`src/rtl/rss_pkg.sv`:
```
// ----------------------------------------------------------------------------
// rss_pkg: shared constants and types for the running sample statistics block
// Field widths, saturation limits and the divider request and response types.
// ----------------------------------------------------------------------------
`default_nettype none

package rss_pkg;

  localparam int COUNT_BITS  = 16;
  localparam int SAMPLE_BITS = 24;

  localparam int SMP_W  = 24;
  localparam int CNT_W  = 16;
  localparam int CLS_W  = 2;
  localparam int SUM_W  = 40;
  localparam int SQ_W   = 62;
  localparam int VAR_W  = 48;
  localparam int PROD_W = 2 * SMP_W;

  localparam int DIV_BITS     = SQ_W;
  localparam int DIV_CNT_BITS = $clog2(DIV_BITS);

  localparam logic [CLS_W-1:0] CLS_FINITE = 2'd0;
  localparam logic [CLS_W-1:0] CLS_INF    = 2'd1;

  localparam logic [COUNT_BITS-1:0] CNT_MAX = {COUNT_BITS{1'b1}};

  localparam logic signed [SMP_W-1:0] SMP_MAX = SMP_W'((1 << (SAMPLE_BITS - 1)) - 1);
  localparam logic signed [SMP_W-1:0] SMP_MIN = SMP_W'(-(1 << (SAMPLE_BITS - 1)));

  localparam logic signed [SUM_W-1:0] SUM_MAX = {1'b0, {(SUM_W - 1){1'b1}}};
  localparam logic signed [SUM_W-1:0] SUM_MIN = {1'b1, {(SUM_W - 1){1'b0}}};

  localparam logic [SQ_W-1:0]  SQ_MAX  = {SQ_W{1'b1}};
  localparam logic [VAR_W-1:0] VAR_MAX = {VAR_W{1'b1}};

  localparam logic signed [SMP_W-1:0] AVG_MAX     = {1'b0, {(SMP_W - 1){1'b1}}};
  localparam logic signed [SMP_W-1:0] AVG_MIN     = {1'b1, {(SMP_W - 1){1'b0}}};
  localparam logic [DIV_BITS-1:0]     AVG_NEG_LIM = DIV_BITS'(1) << (SMP_W - 1);

  typedef struct packed {
    logic                  start;
    logic [DIV_BITS-1:0]   dividend;
    logic [COUNT_BITS-1:0] divisor;
  } div_req_t;

  typedef struct packed {
    logic                done;
    logic [DIV_BITS-1:0] quotient;
  } div_rsp_t;

endpackage

`default_nettype wire

```
`src/rtl/rss_if.sv`:
```
// ----------------------------------------------------------------------------
// rss_if: sample and result channels of the running sample statistics block
// Valid/ready channels; an item moves when valid and ready are both high.
// ----------------------------------------------------------------------------
`default_nettype none

interface rss_in_if;
  logic                                valid;
  logic                                ready;
  logic signed [rss_pkg::SMP_W-1:0]    sample;
  logic        [rss_pkg::CLS_W-1:0]    sample_class;
  logic                                last_sample;

  modport source (output valid, output sample, output sample_class, output last_sample,
                  input ready);
  modport sink   (input valid, input sample, input sample_class, input last_sample,
                  output ready);
endinterface

interface rss_out_if;
  logic                                valid;
  logic                                ready;
  logic        [rss_pkg::CNT_W-1:0]    total_count;
  logic        [rss_pkg::CNT_W-1:0]    nan_count;
  logic        [rss_pkg::CNT_W-1:0]    inf_count;
  logic        [rss_pkg::CNT_W-1:0]    normal_count;
  logic signed [rss_pkg::SUM_W-1:0]    sum_out;
  logic signed [rss_pkg::SMP_W-1:0]    average;
  logic        [rss_pkg::VAR_W-1:0]    variance;
  logic signed [rss_pkg::SMP_W-1:0]    minimum;
  logic signed [rss_pkg::SMP_W-1:0]    maximum;
  logic                                no_finite;

  modport source (output valid, output total_count, output nan_count, output inf_count,
                  output normal_count, output sum_out, output average, output variance,
                  output minimum, output maximum, output no_finite, input ready);
  modport sink   (input valid, input total_count, input nan_count, input inf_count,
                  input normal_count, input sum_out, input average, input variance,
                  input minimum, input maximum, input no_finite, output ready);
endinterface

`default_nettype wire

```
`src/rtl/rss_div.sv`:
```
// ----------------------------------------------------------------------------
// rss_div: shared restoring divider
// Unsigned dividend by count divisor, one quotient bit per cycle.
// ----------------------------------------------------------------------------
`default_nettype none

module rss_div (
  input  wire logic              clk,
  input  wire logic              rst_n,
  input  wire rss_pkg::div_req_t req,
  output rss_pkg::div_rsp_t      rsp
);

  logic [rss_pkg::DIV_BITS-1:0]     quo_r;
  logic [rss_pkg::DIV_BITS-1:0]     quo_nxt;
  logic [rss_pkg::COUNT_BITS-1:0]   rem_r;
  logic [rss_pkg::COUNT_BITS-1:0]   rem_nxt;
  logic [rss_pkg::COUNT_BITS-1:0]   dvs_r;
  logic [rss_pkg::DIV_CNT_BITS-1:0] cnt_r;
  logic                             busy_r;
  logic                             done_r;
  logic [rss_pkg::COUNT_BITS:0]     trial;
  logic                             fits;

  always_comb begin
    trial = {rem_r, quo_r[rss_pkg::DIV_BITS-1]};
    fits  = (trial >= {1'b0, dvs_r});
    if (fits) begin
      rem_nxt = rss_pkg::COUNT_BITS'(trial - {1'b0, dvs_r});
    end else begin
      rem_nxt = trial[rss_pkg::COUNT_BITS-1:0];
    end
    quo_nxt = {quo_r[rss_pkg::DIV_BITS-2:0], fits};
  end

  always_ff @(posedge clk) begin
    if (!rst_n) begin
      busy_r <= 1'b0;
      done_r <= 1'b0;
      cnt_r  <= '0;
    end else if (req.start) begin
      quo_r  <= req.dividend;
      rem_r  <= '0;
      dvs_r  <= req.divisor;
      cnt_r  <= '0;
      busy_r <= 1'b1;
      done_r <= 1'b0;
    end else if (busy_r) begin
      quo_r <= quo_nxt;
      rem_r <= rem_nxt;
      cnt_r <= cnt_r + 1'b1;
      if (cnt_r == rss_pkg::DIV_CNT_BITS'(rss_pkg::DIV_BITS - 1)) begin
        busy_r <= 1'b0;
        done_r <= 1'b1;
      end
    end else begin
      done_r <= 1'b0;
    end
  end

  assign rsp.done     = done_r;
  assign rsp.quotient = quo_r;

endmodule

`default_nettype wire

```
`src/rtl/running_sample_statistics_top.sv`:
```
// ----------------------------------------------------------------------------
// running_sample_statistics_top: running count, mean, variance, min and max
// Accumulates tagged fixed-point samples and reports statistics per data set.
// ----------------------------------------------------------------------------
// Samples arrive on in_ch, one item per handshake, each with a class tag and a
// last flag. Finite samples update the sum, sum of squares, minimum, maximum
// and finite count; every sample bumps the total and its class counter, all
// counters saturating. A sample is squared on the shared multiplier and then
// accumulated, and a sample without the last flag then frees the input. A
// sample with the last flag is accumulated and then, if any finite sample
// came, the shared divider runs twice, 62 steps each, for the average and
// the mean square, and the multiplier squares the average; the result item
// is published once the output register is free. Input ready is low
// during all of that work. The result sits in an output register on out_ch;
// if the receiver stalls, the next data set is still accumulated, and the
// block only waits before publishing its next result. After each result, and
// at synchronous reset, all accumulators return to empty with minimum at the
// largest and maximum at the smallest sample value.
// ----------------------------------------------------------------------------
`default_nettype none

module running_sample_statistics_top (
  input  wire logic  clk,
  input  wire logic  rst_n,
  rss_in_if.sink     in_ch,
  rss_out_if.source  out_ch
);

  typedef enum logic [3:0] {
    ST_IDLE,
    ST_MUL_SQ,
    ST_ACCUM,
    ST_PREP,
    ST_DIV_SUM,
    ST_AVG_FIX,
    ST_DIV_SQ,
    ST_MUL_AVG,
    ST_VAR,
    ST_FINISH
  } state_t;

  state_t state_r;

  logic signed [rss_pkg::SMP_W-1:0]  smp_r;
  logic        [rss_pkg::CLS_W-1:0]  cls_r;
  logic                              last_r;
  logic        [rss_pkg::PROD_W-1:0] prod_r;

  logic signed [rss_pkg::SUM_W-1:0]      acc_sum_r;
  logic        [rss_pkg::SQ_W-1:0]       acc_sum_sq_r;
  logic signed [rss_pkg::SMP_W-1:0]      run_min_r;
  logic signed [rss_pkg::SMP_W-1:0]      run_max_r;
  logic        [rss_pkg::COUNT_BITS-1:0] finite_cnt_r;
  logic        [rss_pkg::COUNT_BITS-1:0] nan_cnt_r;
  logic        [rss_pkg::COUNT_BITS-1:0] inf_cnt_r;
  logic        [rss_pkg::COUNT_BITS-1:0] all_cnt_r;

  logic                              none_r;
  logic signed [rss_pkg::SMP_W-1:0]  avg_r;
  logic        [rss_pkg::VAR_W-1:0]  var_r;

  logic                              out_valid_r;
  logic        [rss_pkg::CNT_W-1:0]  o_total_r;
  logic        [rss_pkg::CNT_W-1:0]  o_nan_r;
  logic        [rss_pkg::CNT_W-1:0]  o_inf_r;
  logic        [rss_pkg::CNT_W-1:0]  o_normal_r;
  logic signed [rss_pkg::SUM_W-1:0]  o_sum_r;
  logic signed [rss_pkg::SMP_W-1:0]  o_avg_r;
  logic        [rss_pkg::VAR_W-1:0]  o_var_r;
  logic signed [rss_pkg::SMP_W-1:0]  o_min_r;
  logic signed [rss_pkg::SMP_W-1:0]  o_max_r;
  logic                              o_none_r;

  logic                              in_fire;
  logic                              out_fire;
  logic                              out_free;
  logic signed [rss_pkg::SMP_W-1:0]  in_smp;
  logic signed [rss_pkg::SMP_W-1:0]  mul_a;
  logic signed [rss_pkg::PROD_W-1:0] mul_p;
  logic signed [rss_pkg::SUM_W:0]    sum_ext;
  logic signed [rss_pkg::SUM_W-1:0]  sum_sat;
  logic        [rss_pkg::SQ_W:0]     sq_ext;
  logic        [rss_pkg::SQ_W-1:0]   sq_sat;
  logic        [rss_pkg::SUM_W-1:0]  sum_mag;
  logic                              sum_neg;
  logic        [rss_pkg::DIV_BITS-1:0] quo;
  logic signed [rss_pkg::SMP_W-1:0]  avg_fix;
  logic        [rss_pkg::SQ_W-1:0]   msq_diff;
  logic        [rss_pkg::VAR_W-1:0]  var_fix;

  rss_pkg::div_req_t div_req;
  rss_pkg::div_rsp_t div_rsp;

  rss_div u_div (
    .clk   (clk),
    .rst_n (rst_n),
    .req   (div_req),
    .rsp   (div_rsp)
  );

  assign in_ch.ready = (state_r == ST_IDLE);
  assign in_fire     = in_ch.valid && in_ch.ready;
  assign out_fire    = out_valid_r && out_ch.ready;
  assign out_free    = !out_valid_r || out_ch.ready;

  assign in_smp = rss_pkg::SMP_W'(signed'(in_ch.sample[rss_pkg::SAMPLE_BITS-1:0]));

  // The one multiplier squares the sample, and later the average.
  assign mul_a = (state_r == ST_MUL_SQ) ? smp_r : avg_r;
  assign mul_p = mul_a * mul_a;

  always_comb begin
    sum_ext = {acc_sum_r[rss_pkg::SUM_W-1], acc_sum_r} + (rss_pkg::SUM_W + 1)'(smp_r);
    if (sum_ext[rss_pkg::SUM_W] != sum_ext[rss_pkg::SUM_W-1]) begin
      sum_sat = sum_ext[rss_pkg::SUM_W] ? rss_pkg::SUM_MIN : rss_pkg::SUM_MAX;
    end else begin
      sum_sat = sum_ext[rss_pkg::SUM_W-1:0];
    end

    sq_ext = {1'b0, acc_sum_sq_r} + (rss_pkg::SQ_W + 1)'(prod_r);
    sq_sat = sq_ext[rss_pkg::SQ_W] ? rss_pkg::SQ_MAX : sq_ext[rss_pkg::SQ_W-1:0];

    sum_neg = acc_sum_r[rss_pkg::SUM_W-1];
    sum_mag = sum_neg ? rss_pkg::SUM_W'(-acc_sum_r) : rss_pkg::SUM_W'(acc_sum_r);

    quo = div_rsp.quotient;
    if (sum_neg) begin
      if (quo > rss_pkg::AVG_NEG_LIM) begin
        avg_fix = rss_pkg::AVG_MIN;
      end else begin
        avg_fix = -(rss_pkg::SMP_W'(quo));
      end
    end else begin
      if (quo > rss_pkg::DIV_BITS'(rss_pkg::AVG_MAX)) begin
        avg_fix = rss_pkg::AVG_MAX;
      end else begin
        avg_fix = rss_pkg::SMP_W'(quo);
      end
    end

    msq_diff = quo - rss_pkg::SQ_W'(prod_r);
    if (quo > rss_pkg::SQ_W'(prod_r)) begin
      if (msq_diff > rss_pkg::SQ_W'(rss_pkg::VAR_MAX)) begin
        var_fix = rss_pkg::VAR_MAX;
      end else begin
        var_fix = msq_diff[rss_pkg::VAR_W-1:0];
      end
    end else begin
      var_fix = '0;
    end

    div_req.start    = ((state_r == ST_PREP) && (finite_cnt_r != '0)) ||
                       (state_r == ST_AVG_FIX);
    div_req.dividend = (state_r == ST_PREP) ? rss_pkg::DIV_BITS'(sum_mag) : acc_sum_sq_r;
    div_req.divisor  = finite_cnt_r;
  end

  always_ff @(posedge clk) begin
    if (!rst_n) begin
      state_r      <= ST_IDLE;
      out_valid_r  <= 1'b0;
      acc_sum_r    <= '0;
      acc_sum_sq_r <= '0;
      run_min_r    <= rss_pkg::SMP_MAX;
      run_max_r    <= rss_pkg::SMP_MIN;
      finite_cnt_r <= '0;
      nan_cnt_r    <= '0;
      inf_cnt_r    <= '0;
      all_cnt_r    <= '0;
      none_r       <= 1'b0;
    end else begin
      if (out_fire && (state_r != ST_FINISH)) begin
        out_valid_r <= 1'b0;
      end
      case (state_r)
        ST_IDLE: begin
          if (in_fire) begin
            smp_r   <= in_smp;
            cls_r   <= in_ch.sample_class;
            last_r  <= in_ch.last_sample;
            state_r <= ST_MUL_SQ;
          end
        end
        ST_MUL_SQ: begin
          prod_r  <= unsigned'(mul_p);
          state_r <= ST_ACCUM;
        end
        ST_ACCUM: begin
          if (all_cnt_r != rss_pkg::CNT_MAX) begin
            all_cnt_r <= all_cnt_r + 1'b1;
          end
          if (cls_r == rss_pkg::CLS_FINITE) begin
            acc_sum_r    <= sum_sat;
            acc_sum_sq_r <= sq_sat;
            if (smp_r < run_min_r) begin
              run_min_r <= smp_r;
            end
            if (smp_r > run_max_r) begin
              run_max_r <= smp_r;
            end
            if (finite_cnt_r != rss_pkg::CNT_MAX) begin
              finite_cnt_r <= finite_cnt_r + 1'b1;
            end
          end else if (cls_r == rss_pkg::CLS_INF) begin
            if (inf_cnt_r != rss_pkg::CNT_MAX) begin
              inf_cnt_r <= inf_cnt_r + 1'b1;
            end
          end else begin
            if (nan_cnt_r != rss_pkg::CNT_MAX) begin
              nan_cnt_r <= nan_cnt_r + 1'b1;
            end
          end
          state_r <= last_r ? ST_PREP : ST_IDLE;
        end
        ST_PREP: begin
          if (finite_cnt_r == '0) begin
            none_r  <= 1'b1;
            avg_r   <= '0;
            var_r   <= '0;
            state_r <= ST_FINISH;
          end else begin
            none_r  <= 1'b0;
            state_r <= ST_DIV_SUM;
          end
        end
        ST_DIV_SUM: begin
          if (div_rsp.done) begin
            state_r <= ST_AVG_FIX;
          end
        end
        ST_AVG_FIX: begin
          avg_r   <= avg_fix;
          state_r <= ST_DIV_SQ;
        end
        ST_DIV_SQ: begin
          if (div_rsp.done) begin
            state_r <= ST_MUL_AVG;
          end
        end
        ST_MUL_AVG: begin
          prod_r  <= unsigned'(mul_p);
          state_r <= ST_VAR;
        end
        ST_VAR: begin
          var_r   <= var_fix;
          state_r <= ST_FINISH;
        end
        ST_FINISH: begin
          if (out_free) begin
            out_valid_r  <= 1'b1;
            o_total_r    <= rss_pkg::CNT_W'(all_cnt_r);
            o_nan_r      <= rss_pkg::CNT_W'(nan_cnt_r);
            o_inf_r      <= rss_pkg::CNT_W'(inf_cnt_r);
            o_normal_r   <= rss_pkg::CNT_W'(finite_cnt_r);
            o_sum_r      <= acc_sum_r;
            o_avg_r      <= avg_r;
            o_var_r      <= var_r;
            o_min_r      <= run_min_r;
            o_max_r      <= run_max_r;
            o_none_r     <= none_r;
            acc_sum_r    <= '0;
            acc_sum_sq_r <= '0;
            run_min_r    <= rss_pkg::SMP_MAX;
            run_max_r    <= rss_pkg::SMP_MIN;
            finite_cnt_r <= '0;
            nan_cnt_r    <= '0;
            inf_cnt_r    <= '0;
            all_cnt_r    <= '0;
            state_r      <= ST_IDLE;
          end
        end
        default: begin
          state_r <= ST_IDLE;
        end
      endcase
    end
  end

  assign out_ch.valid        = out_valid_r;
  assign out_ch.total_count  = o_total_r;
  assign out_ch.nan_count    = o_nan_r;
  assign out_ch.inf_count    = o_inf_r;
  assign out_ch.normal_count = o_normal_r;
  assign out_ch.sum_out      = o_sum_r;
  assign out_ch.average      = o_avg_r;
  assign out_ch.variance     = o_var_r;
  assign out_ch.minimum      = o_min_r;
  assign out_ch.maximum      = o_max_r;
  assign out_ch.no_finite    = o_none_r;

`ifndef SYNTHESIS
  a_total_covers: assert property (@(posedge clk) disable iff (!rst_n)
    (all_cnt_r >= finite_cnt_r) && (all_cnt_r >= nan_cnt_r) && (all_cnt_r >= inf_cnt_r))
    else $error("total count fell below a class count");

  a_min_le_max: assert property (@(posedge clk) disable iff (!rst_n)
    (finite_cnt_r != '0) |-> (run_min_r <= run_max_r))
    else $error("running minimum above running maximum");

  a_plain_item_turns: assert property (@(posedge clk) disable iff (!rst_n)
    (in_fire && !in_ch.last_sample) |-> ##3 (state_r == ST_IDLE))
    else $error("sample without last flag did not free the input in three cycles");

  a_div_done_expected: assert property (@(posedge clk) disable iff (!rst_n)
    div_rsp.done |-> ((state_r == ST_DIV_SUM) || (state_r == ST_DIV_SQ)))
    else $error("divider finished outside a divide step");

  a_none_zero: assert property (@(posedge clk) disable iff (!rst_n)
    (out_valid_r && o_none_r) |-> ((o_avg_r == '0) && (o_var_r == '0) && (o_normal_r == '0)))
    else $error("empty data set reported a nonzero average or variance");
`endif

endmodule

`default_nettype wire

```
`src/flat_wrapper.sv`:
```
// flat-port wrapper written by rule: the top's interface ports become plain ports
module running_sample_statistics_top_flat 
  (clk, rst_n, in_ch_valid, in_ch_sample, in_ch_sample_class, in_ch_last_sample, in_ch_ready, out_ch_valid, out_ch_total_count, out_ch_nan_count, out_ch_inf_count, out_ch_normal_count, out_ch_sum_out, out_ch_average, out_ch_variance, out_ch_minimum, out_ch_maximum, out_ch_no_finite, out_ch_ready);
  rss_in_if in_ch_i ();
  rss_out_if out_ch_i ();
  input  wire logic clk;
  input  wire logic rst_n;
  input wire logic [$bits(in_ch_i.valid)-1:0] in_ch_valid;
  input wire logic [$bits(in_ch_i.sample)-1:0] in_ch_sample;
  input wire logic [$bits(in_ch_i.sample_class)-1:0] in_ch_sample_class;
  input wire logic [$bits(in_ch_i.last_sample)-1:0] in_ch_last_sample;
  output wire logic [$bits(in_ch_i.ready)-1:0] in_ch_ready;
  output wire logic [$bits(out_ch_i.valid)-1:0] out_ch_valid;
  output wire logic [$bits(out_ch_i.total_count)-1:0] out_ch_total_count;
  output wire logic [$bits(out_ch_i.nan_count)-1:0] out_ch_nan_count;
  output wire logic [$bits(out_ch_i.inf_count)-1:0] out_ch_inf_count;
  output wire logic [$bits(out_ch_i.normal_count)-1:0] out_ch_normal_count;
  output wire logic [$bits(out_ch_i.sum_out)-1:0] out_ch_sum_out;
  output wire logic [$bits(out_ch_i.average)-1:0] out_ch_average;
  output wire logic [$bits(out_ch_i.variance)-1:0] out_ch_variance;
  output wire logic [$bits(out_ch_i.minimum)-1:0] out_ch_minimum;
  output wire logic [$bits(out_ch_i.maximum)-1:0] out_ch_maximum;
  output wire logic [$bits(out_ch_i.no_finite)-1:0] out_ch_no_finite;
  input wire logic [$bits(out_ch_i.ready)-1:0] out_ch_ready;
  assign in_ch_i.valid = in_ch_valid;
  assign in_ch_i.sample = in_ch_sample;
  assign in_ch_i.sample_class = in_ch_sample_class;
  assign in_ch_i.last_sample = in_ch_last_sample;
  assign in_ch_ready = in_ch_i.ready;
  assign out_ch_valid = out_ch_i.valid;
  assign out_ch_total_count = out_ch_i.total_count;
  assign out_ch_nan_count = out_ch_i.nan_count;
  assign out_ch_inf_count = out_ch_i.inf_count;
  assign out_ch_normal_count = out_ch_i.normal_count;
  assign out_ch_sum_out = out_ch_i.sum_out;
  assign out_ch_average = out_ch_i.average;
  assign out_ch_variance = out_ch_i.variance;
  assign out_ch_minimum = out_ch_i.minimum;
  assign out_ch_maximum = out_ch_i.maximum;
  assign out_ch_no_finite = out_ch_i.no_finite;
  assign out_ch_i.ready = out_ch_ready;
  running_sample_statistics_top u_core (.clk(clk), .rst_n(rst_n), .in_ch(in_ch_i), .out_ch(out_ch_i));
endmodule
```
`config.mk`:
```
export PLATFORM = sky130hd
export DESIGN_NAME = running_sample_statistics_top_flat
export DESIGN_NICKNAME = d
export VERILOG_FILES = /design/src/rtl/rss_pkg.sv /design/src/rtl/rss_if.sv /design/src/rtl/rss_div.sv /design/src/rtl/running_sample_statistics_top.sv /design/src/flat_wrapper.sv
export SDC_FILE = /design/constraint.sdc
export NUM_CORES = 2
export LEC_CHECK = 0
export ABC_AREA = 1
export BUFFER_PORTS_ARGS = -buffer_cell sky130_fd_sc_hd__buf_2
export CORE_MARGIN = 5
export CORE_UTILIZATION = 58
export CTS_CLUSTER_DIAMETER = 120
export DETAILED_ROUTE_END_ITERATION = 6
export PLACE_DENSITY_LB_ADDON = 0.05
export SLEW_MARGIN = 20
export SYNTH_ARGS = -nofsm -noshare
export SYNTH_HDL_FRONTEND = slang
export SYNTH_SLANG_ARGS = --single-unit
```
`constraint.sdc`:
```
create_clock -name clk -period 12.61 [get_ports clk]
set_clock_uncertainty 0.1 [all_clocks]
set_input_delay 1.8915 -clock clk [delete_from_list [all_inputs] [get_ports clk]]
set_output_delay 1.8915 -clock clk [all_outputs]
set_load 0.005 [all_outputs]
```
[Word level (Yosys, flattened, before mapping)]
Cells that the tools add are included.
Word-level totals
  output and inout bits: 227
  register bits: 694
  input port bits: 31
  logic and storage cells: 180
Cells by class
  magnitude comparators: 7
  equality and inequality tests: 32
  add/subtract/negate cells: 11
  multiplexer cells: 61
  multiply operators: 1
  bitwise gates (word level): 2
  reduce and logical (&&, ||, !) cells: 33
Operator list (count)
  2-to-1 mux 62 bit: 6
  2-to-1 mux 24 bit: 11
  2-to-1 mux 40 bit: 5
  2-to-1 mux 16 bit: 12
  2-to-1 mux 48 bit: 3
  case mux 24 bit (2 select lines): 3
  case mux 16 bit (2 select lines): 4
  case mux 62 bit (2 select lines): 1
  case mux 48 bit (2 select lines): 1
  case mux 40 bit (2 select lines): 1
  adder 16 x 1 -> 16 bit (second input constant): 4
  != test 16 bit (second input constant): 4
  adder 62 x 48 -> 63 bit: 1
  > comparator 62 x 23 -> 1 bit (second input constant): 1
  > comparator 62 x 24 -> 1 bit (second input constant): 1
  > comparator 62 x 48 -> 1 bit: 1
  > comparator 62 x 48 -> 1 bit (second input constant): 1
  subtractor 62 x 48 -> 62 bit: 1
  multiplier 24 x 24 -> 48 bit: 1
  adder 40 x 24 -> 41 bit: 1
  negation 40 bit: 1
  case mux 4 bit (10 select lines): 1
  > comparator 24 bit: 1
  < comparator 24 bit: 1
  32 further kinds: 80

[Logic depth before layout (Yosys ltp)]
  word-level depth: 5
  mapped depth: 39
  gate-level depth less buffers: 37

[Cells and area by module]
Synthesis repeated with hierarchy kept, for this count alone.
Unflattened totals
  cell total of the unflattened synthesis: 7658
  area total of the unflattened synthesis: 60952.2 sq um
By module, submodules not included
  running_sample_statistics_top: instances 1, area each 55425.7 sq um, cells each 7013
  rss_div: instances 1, area each 5526.6 sq um, cells each 645

[Least setup slack after synthesis]
No wires, ideal clock.
  path kind: input to register
  start point: input port rst_n
  end point: register u_core.o_avg_r, in the netlist u_core.out_ch.average[0], enable pin
  path buffers: 2
  arrival: 11.682 ns
  stages on the path: 4
  library setup time: 0.814 ns
  path slack: 0.014 ns
  cells stage by stage: inv_1 -> clkbuf_1 -> clkbuf_1 -> nor2_1
Between the ends
  longest elaborated chain between the ends: 1
RTL lines
  from (decl): RTL line flat_wrapper.sv:7  | input wire logic rst_n;
  AND reduction 3 bit (no line)
  to (signal assigned): RTL line running_sample_statistics_top.sv:256  | o_avg_r <= avg_r;
  to (decl): RTL line running_sample_statistics_top.sv:68  | logic signed [rss_pkg::SMP_W-1:0] o_avg_r;
Every way passes these cells.
A chain may end at the register's enable or synchronous reset.

[Worst setup path in the final report]
  start point: register u_core.state_r[2]
  end point: register u_core.prod_r[45] (netlist bit), data pin
Between the ends
  longest elaborated chain between the ends: 3
RTL lines
  from (decl): RTL line running_sample_statistics_top.sv:42  | state_t state_r;
  from (signal assigned): RTL line running_sample_statistics_top.sv:213  | state_r <= last_r ? ST_PREP : ST_IDLE;
  == test 4 x 1 -> 1 bit: RTL line running_sample_statistics_top.sv:109  | assign mul_a = (state_r == ST_MUL_SQ) ? smp_r : avg_r;
  2-to-1 mux 24 bit: RTL line running_sample_statistics_top.sv:109
  multiplier 24 x 24 -> 48 bit: RTL line running_sample_statistics_top.sv:110  | assign mul_p = mul_a * mul_a;
  named net u_core.mul_p (one bit): RTL line running_sample_statistics_top.sv:79  | logic signed [rss_pkg::PROD_W-1:0] mul_p;
  to (signal assigned): RTL line running_sample_statistics_top.sv:185  | prod_r <= unsigned'(mul_p);
  to (signal assigned): RTL line running_sample_statistics_top.sv:241  | prod_r <= unsigned'(mul_p);
  to (decl): RTL line running_sample_statistics_top.sv:47  | logic [rss_pkg::PROD_W-1:0] prod_r;
The timed path passes the listed nets, and every way through them passes these cells.

==> flow_metrics.py <==
metrics = {
    "outcome": {
        "status": "complete, no violations",
    },
    "logic_synthesis": {
        "ys_types": 63,
        "synth_flop_cell": "edfxtp_1",
        "avgSynthCellArea_sq_um": 8.07,
        "synthesis.area_sq_um": 60600,
        "synth_seq_area_share": 0.306,
        "netlist_instances": 7512,
        "async_flop_share": 0,
        "synth_warnings": 0,
        "synth_edf_count": 465,
        "ys_ff_latch": 693,
        "synthesis.nets": 8457,
    },
    "worst_setup_path": {
        "cp-end-kind": "flip-flop",
        "ff2ff_path_depth": 31,
        "cp_max_fo": 45,
        "rr_endpoint": "u_core.prod_r[45]",
        "worstSetupPathType": "flip-flop to flip-flop",
        "r2r_setup_slack_ns": 2.58,
        "r2r_start": "u_core.state_r[2]",
        "cp-start-kind": "flip-flop",
        "cp.required_ns": 12.90,
        "cp_slowest_stage_delay_ns": 0.90,
        "arrival_ns": 10.32,
        "slowest_stage": "fa_1",
    },
    "global_routing": {
        "overflow": 0,
        "grt_pass1_wl_um": 294000,
        "grt_max_degree": 99,
        "grt_antenna_before_repair": 3,
        "grt_pass1_vias": 50996,
        "grt_use_total": 0.339,
    },
    "clock_network": {
        "htree_levels": 3,
        "cts.sinks": 693,
        "post_cts_buffers": 0,
        "cts_buffers": 77,
        "cts_tree": "built",
        "cts_hold_buffers": 0,
        "clockRootBuffer": "clkbuf_16",
        "clk_pin_slew_worst_paths_ns": 0.06,
        "clock_latency_ns": 0.67,
        "clock_path_buffers": 3,
        "ctsResizeCount": 0,
    },
    "place": {
        "port_buffers": 257,
        "dp.final_hpwl_um": 155000,
        "place.gp.congestion": 0.982,
    },
    "worst_hold_path": {
        "whs_path_depth": 0,
        "min_from": "u_core.var_r[24]",
        "hold-path-endpoint": "u_core.out_ch.variance[24]",
        "hold_class": "flip-flop to flip-flop",
    },
    "floorplan": {
        "die_h_um": 333,
        "start_util": 0.585,
        "dieArea_sq_um": 111000,
        "fp.dieW_um": 333,
        "core_sq_um": 104000,
        "ios": 258,
        "rows": 118,
    },
    "cells_and_area": {
        "final_layout_size_suffix_gt1_frac": 0.0753,
        "fillers": 9172,
        "n_antenna_cell": 0,
        "nets": 8678,
        "areaGrowthSynthToFinish_pct": 8.90,
        "multi_input_area_sq_um": 35700,
        "seq_area_sq_um": 18500,
    },
    "sta": {
        "hold_violations": 0,
        "rsz0062_at_grt": "false",
        "period_share": 0.795,
        "worst_pin_slew_ns": 1.01,
        "final.setup.tns_ns": 0,
        "report.final.slew_viol_count": 0,
        "setup_viol": 0,
        "fmax_mhz": 99.7,
        "final.min_clock_period_ns": 10.03,
        "max_slew_margin": 0.326,
    },
    "detailed_routing": {
        "drt_iter0_drc": 4948,
        "ant_nets": 0,
        "dr.pass1.iters": 6,
        "remaining_drc_errors": 0,
        "wirelength_um": 191000,
        "vias": 51579,
        "vias_per_cell": 5.62,
        "wl_per_cell_um": 20.8,
    },
    "flow_run": {
        "max-cap-violations": 0,
    },
}
-- per-layer routing --
layer / vias to the layer above / GRT usage / wire (um)
li1: 24212 / - / -
met1: 24620 / 0.467 / 79100
met2: 2257 / 0.545 / 86300
met3: 486 / 0.0526 / 16400
met4: 4 / 0.134 / 9070
met5: - / 0 / 27
-- cells in the final DEF, fill, tap and decap left out, types with 11 or more instances in the layout --
master / n
a211oi_1: 15
a21o_1: 21
a21oi_1: 462
a31oi_1: 22
buf_2: 257
buf_4: 61
clkbuf_1: 16
clkbuf_16: 77
clkinv_1: 23
clkinv_2: 13
dfxtp_1: 227
edfxtp_1: 465
fa_1: 565
ha_1: 349
inv_1: 1484
inv_2: 37
nand2_1: 1541
nand2_2: 12
nand3_1: 338
nand3_2: 27
nand4_1: 85
nor2_1: 752
nor2_2: 26
nor3_1: 93
nor4_1: 24
o211ai_1: 24
o21a_1: 19
o21ai_0: 339
o21ai_1: 21
o21ai_2: 12
o21bai_1: 17
o22ai_1: 18
or2_2: 11
xnor2_1: 102
xor2_1: 121
-- cell type report --
class	count	share of cell area
Clock inverter	46	0.00832
Multi-Input combinational cell	5107	0.540
Inverter	1535	0.0873
Tap cell	1380	0.0261
Clock buffer	97	0.0309
Timing Repair Buffer	319	0.0266
Sequential cell	693	0.281
-- synth_stat cells, types with 24 or more instances --
library cell  count  area, sq um
nand2_1        1542         5790
inv_1          1487         5580
nor2_1          755         2830
fa_1            565        11300
a21oi_1         465         2330
edfxtp_1        465        14000
o21ai_0         350         1750
ha_1            349         4370
nand3_1         339         1700
dfxtp_1         228         4560
clkbuf_1        122          458
xor2_1          121         1060
xnor2_1         102          893
nor3_1           93          465
nand4_1          85          532
inv_2            35          131
nor2_2           28          175
nand3_2          26          260
nor4_1           25          156
buf_2            24          120
o211ai_1         24          180
-- registers in the layout, indices dropped and copies added, names as in the netlist, 40 cells and up --
name	flops
u_core.out_ch.sum_out	40
u_core.acc_sum_sq_r	62
u_core.out_ch.variance	48
u_core.prod_r	47
u_core.var_r	48
u_core.acc_sum_r	40
u_core.u_div.quo_r	62
-- worst max-delay path by stage --
stage                                           to  slack [ns]  depth (start not counted)         startpoint
after floorplan           u_core.out_ch.average[0]        0.01                          4              rst_n
after global placement           u_core.prod_r[45]        2.81                         31  u_core.state_r[2]
after detailed placement         u_core.prod_r[45]        2.59                         31  u_core.state_r[2]
after CTS                        u_core.prod_r[45]        2.49                         31  u_core.state_r[2]
after global routing             u_core.prod_r[45]        1.84                         31  u_core.state_r[2]
final                            u_core.prod_r[45]        2.58                         31  u_core.state_r[2]
-- cell families after synthesis --
kind of cell | after synthesis | synth area share
buffers and inverters | 1712 | 0.108
AO/OA/AOI/OAI | 1019 | 0.0921
XOR/XNOR | 223 | 0.0322
adder cells (fa/ha/maj) | 914 | 0.259
flip-flops | 693 | 0.306
AND/OR/NAND/NOR | 2951 | 0.204
-- critical path: cells and delay by family, from the launching register on --
kind,cells,cell delay [ns]
flops,1,0.35
simple gates,10,1.71
fa+ha+maj,8,4.80
xor+xnor,1,0.06
buf+inv,10,1.72
compound gates,2,0.96
-- per-stage QoR --
step / cells / setup WS, ns / hold slack, ns / utilization / cell area (sq um)
5_1_grt: 9177 / 1.84 / 0.327 / 0.637 / 66000
6_report: 9177 / 2.58 / 0.317 / 0.637 / 66000
3_5_place_dp: 9034 / 2.59 / 0.305 / 0.612 / 63400
3_3_place_gp: 9034 / 2.81 / 0.301 / 0.612 / 63400
2_1_floorplan: 7512 / 0.0145 / 0.300 / - / 60600
4_1_cts: 9177 / 2.49 / 0.318 / 0.637 / 66000
Power is left out: the tool's default activity adds up to more than one toggle a clock period on the data nets, which glitch-free logic cannot reach.
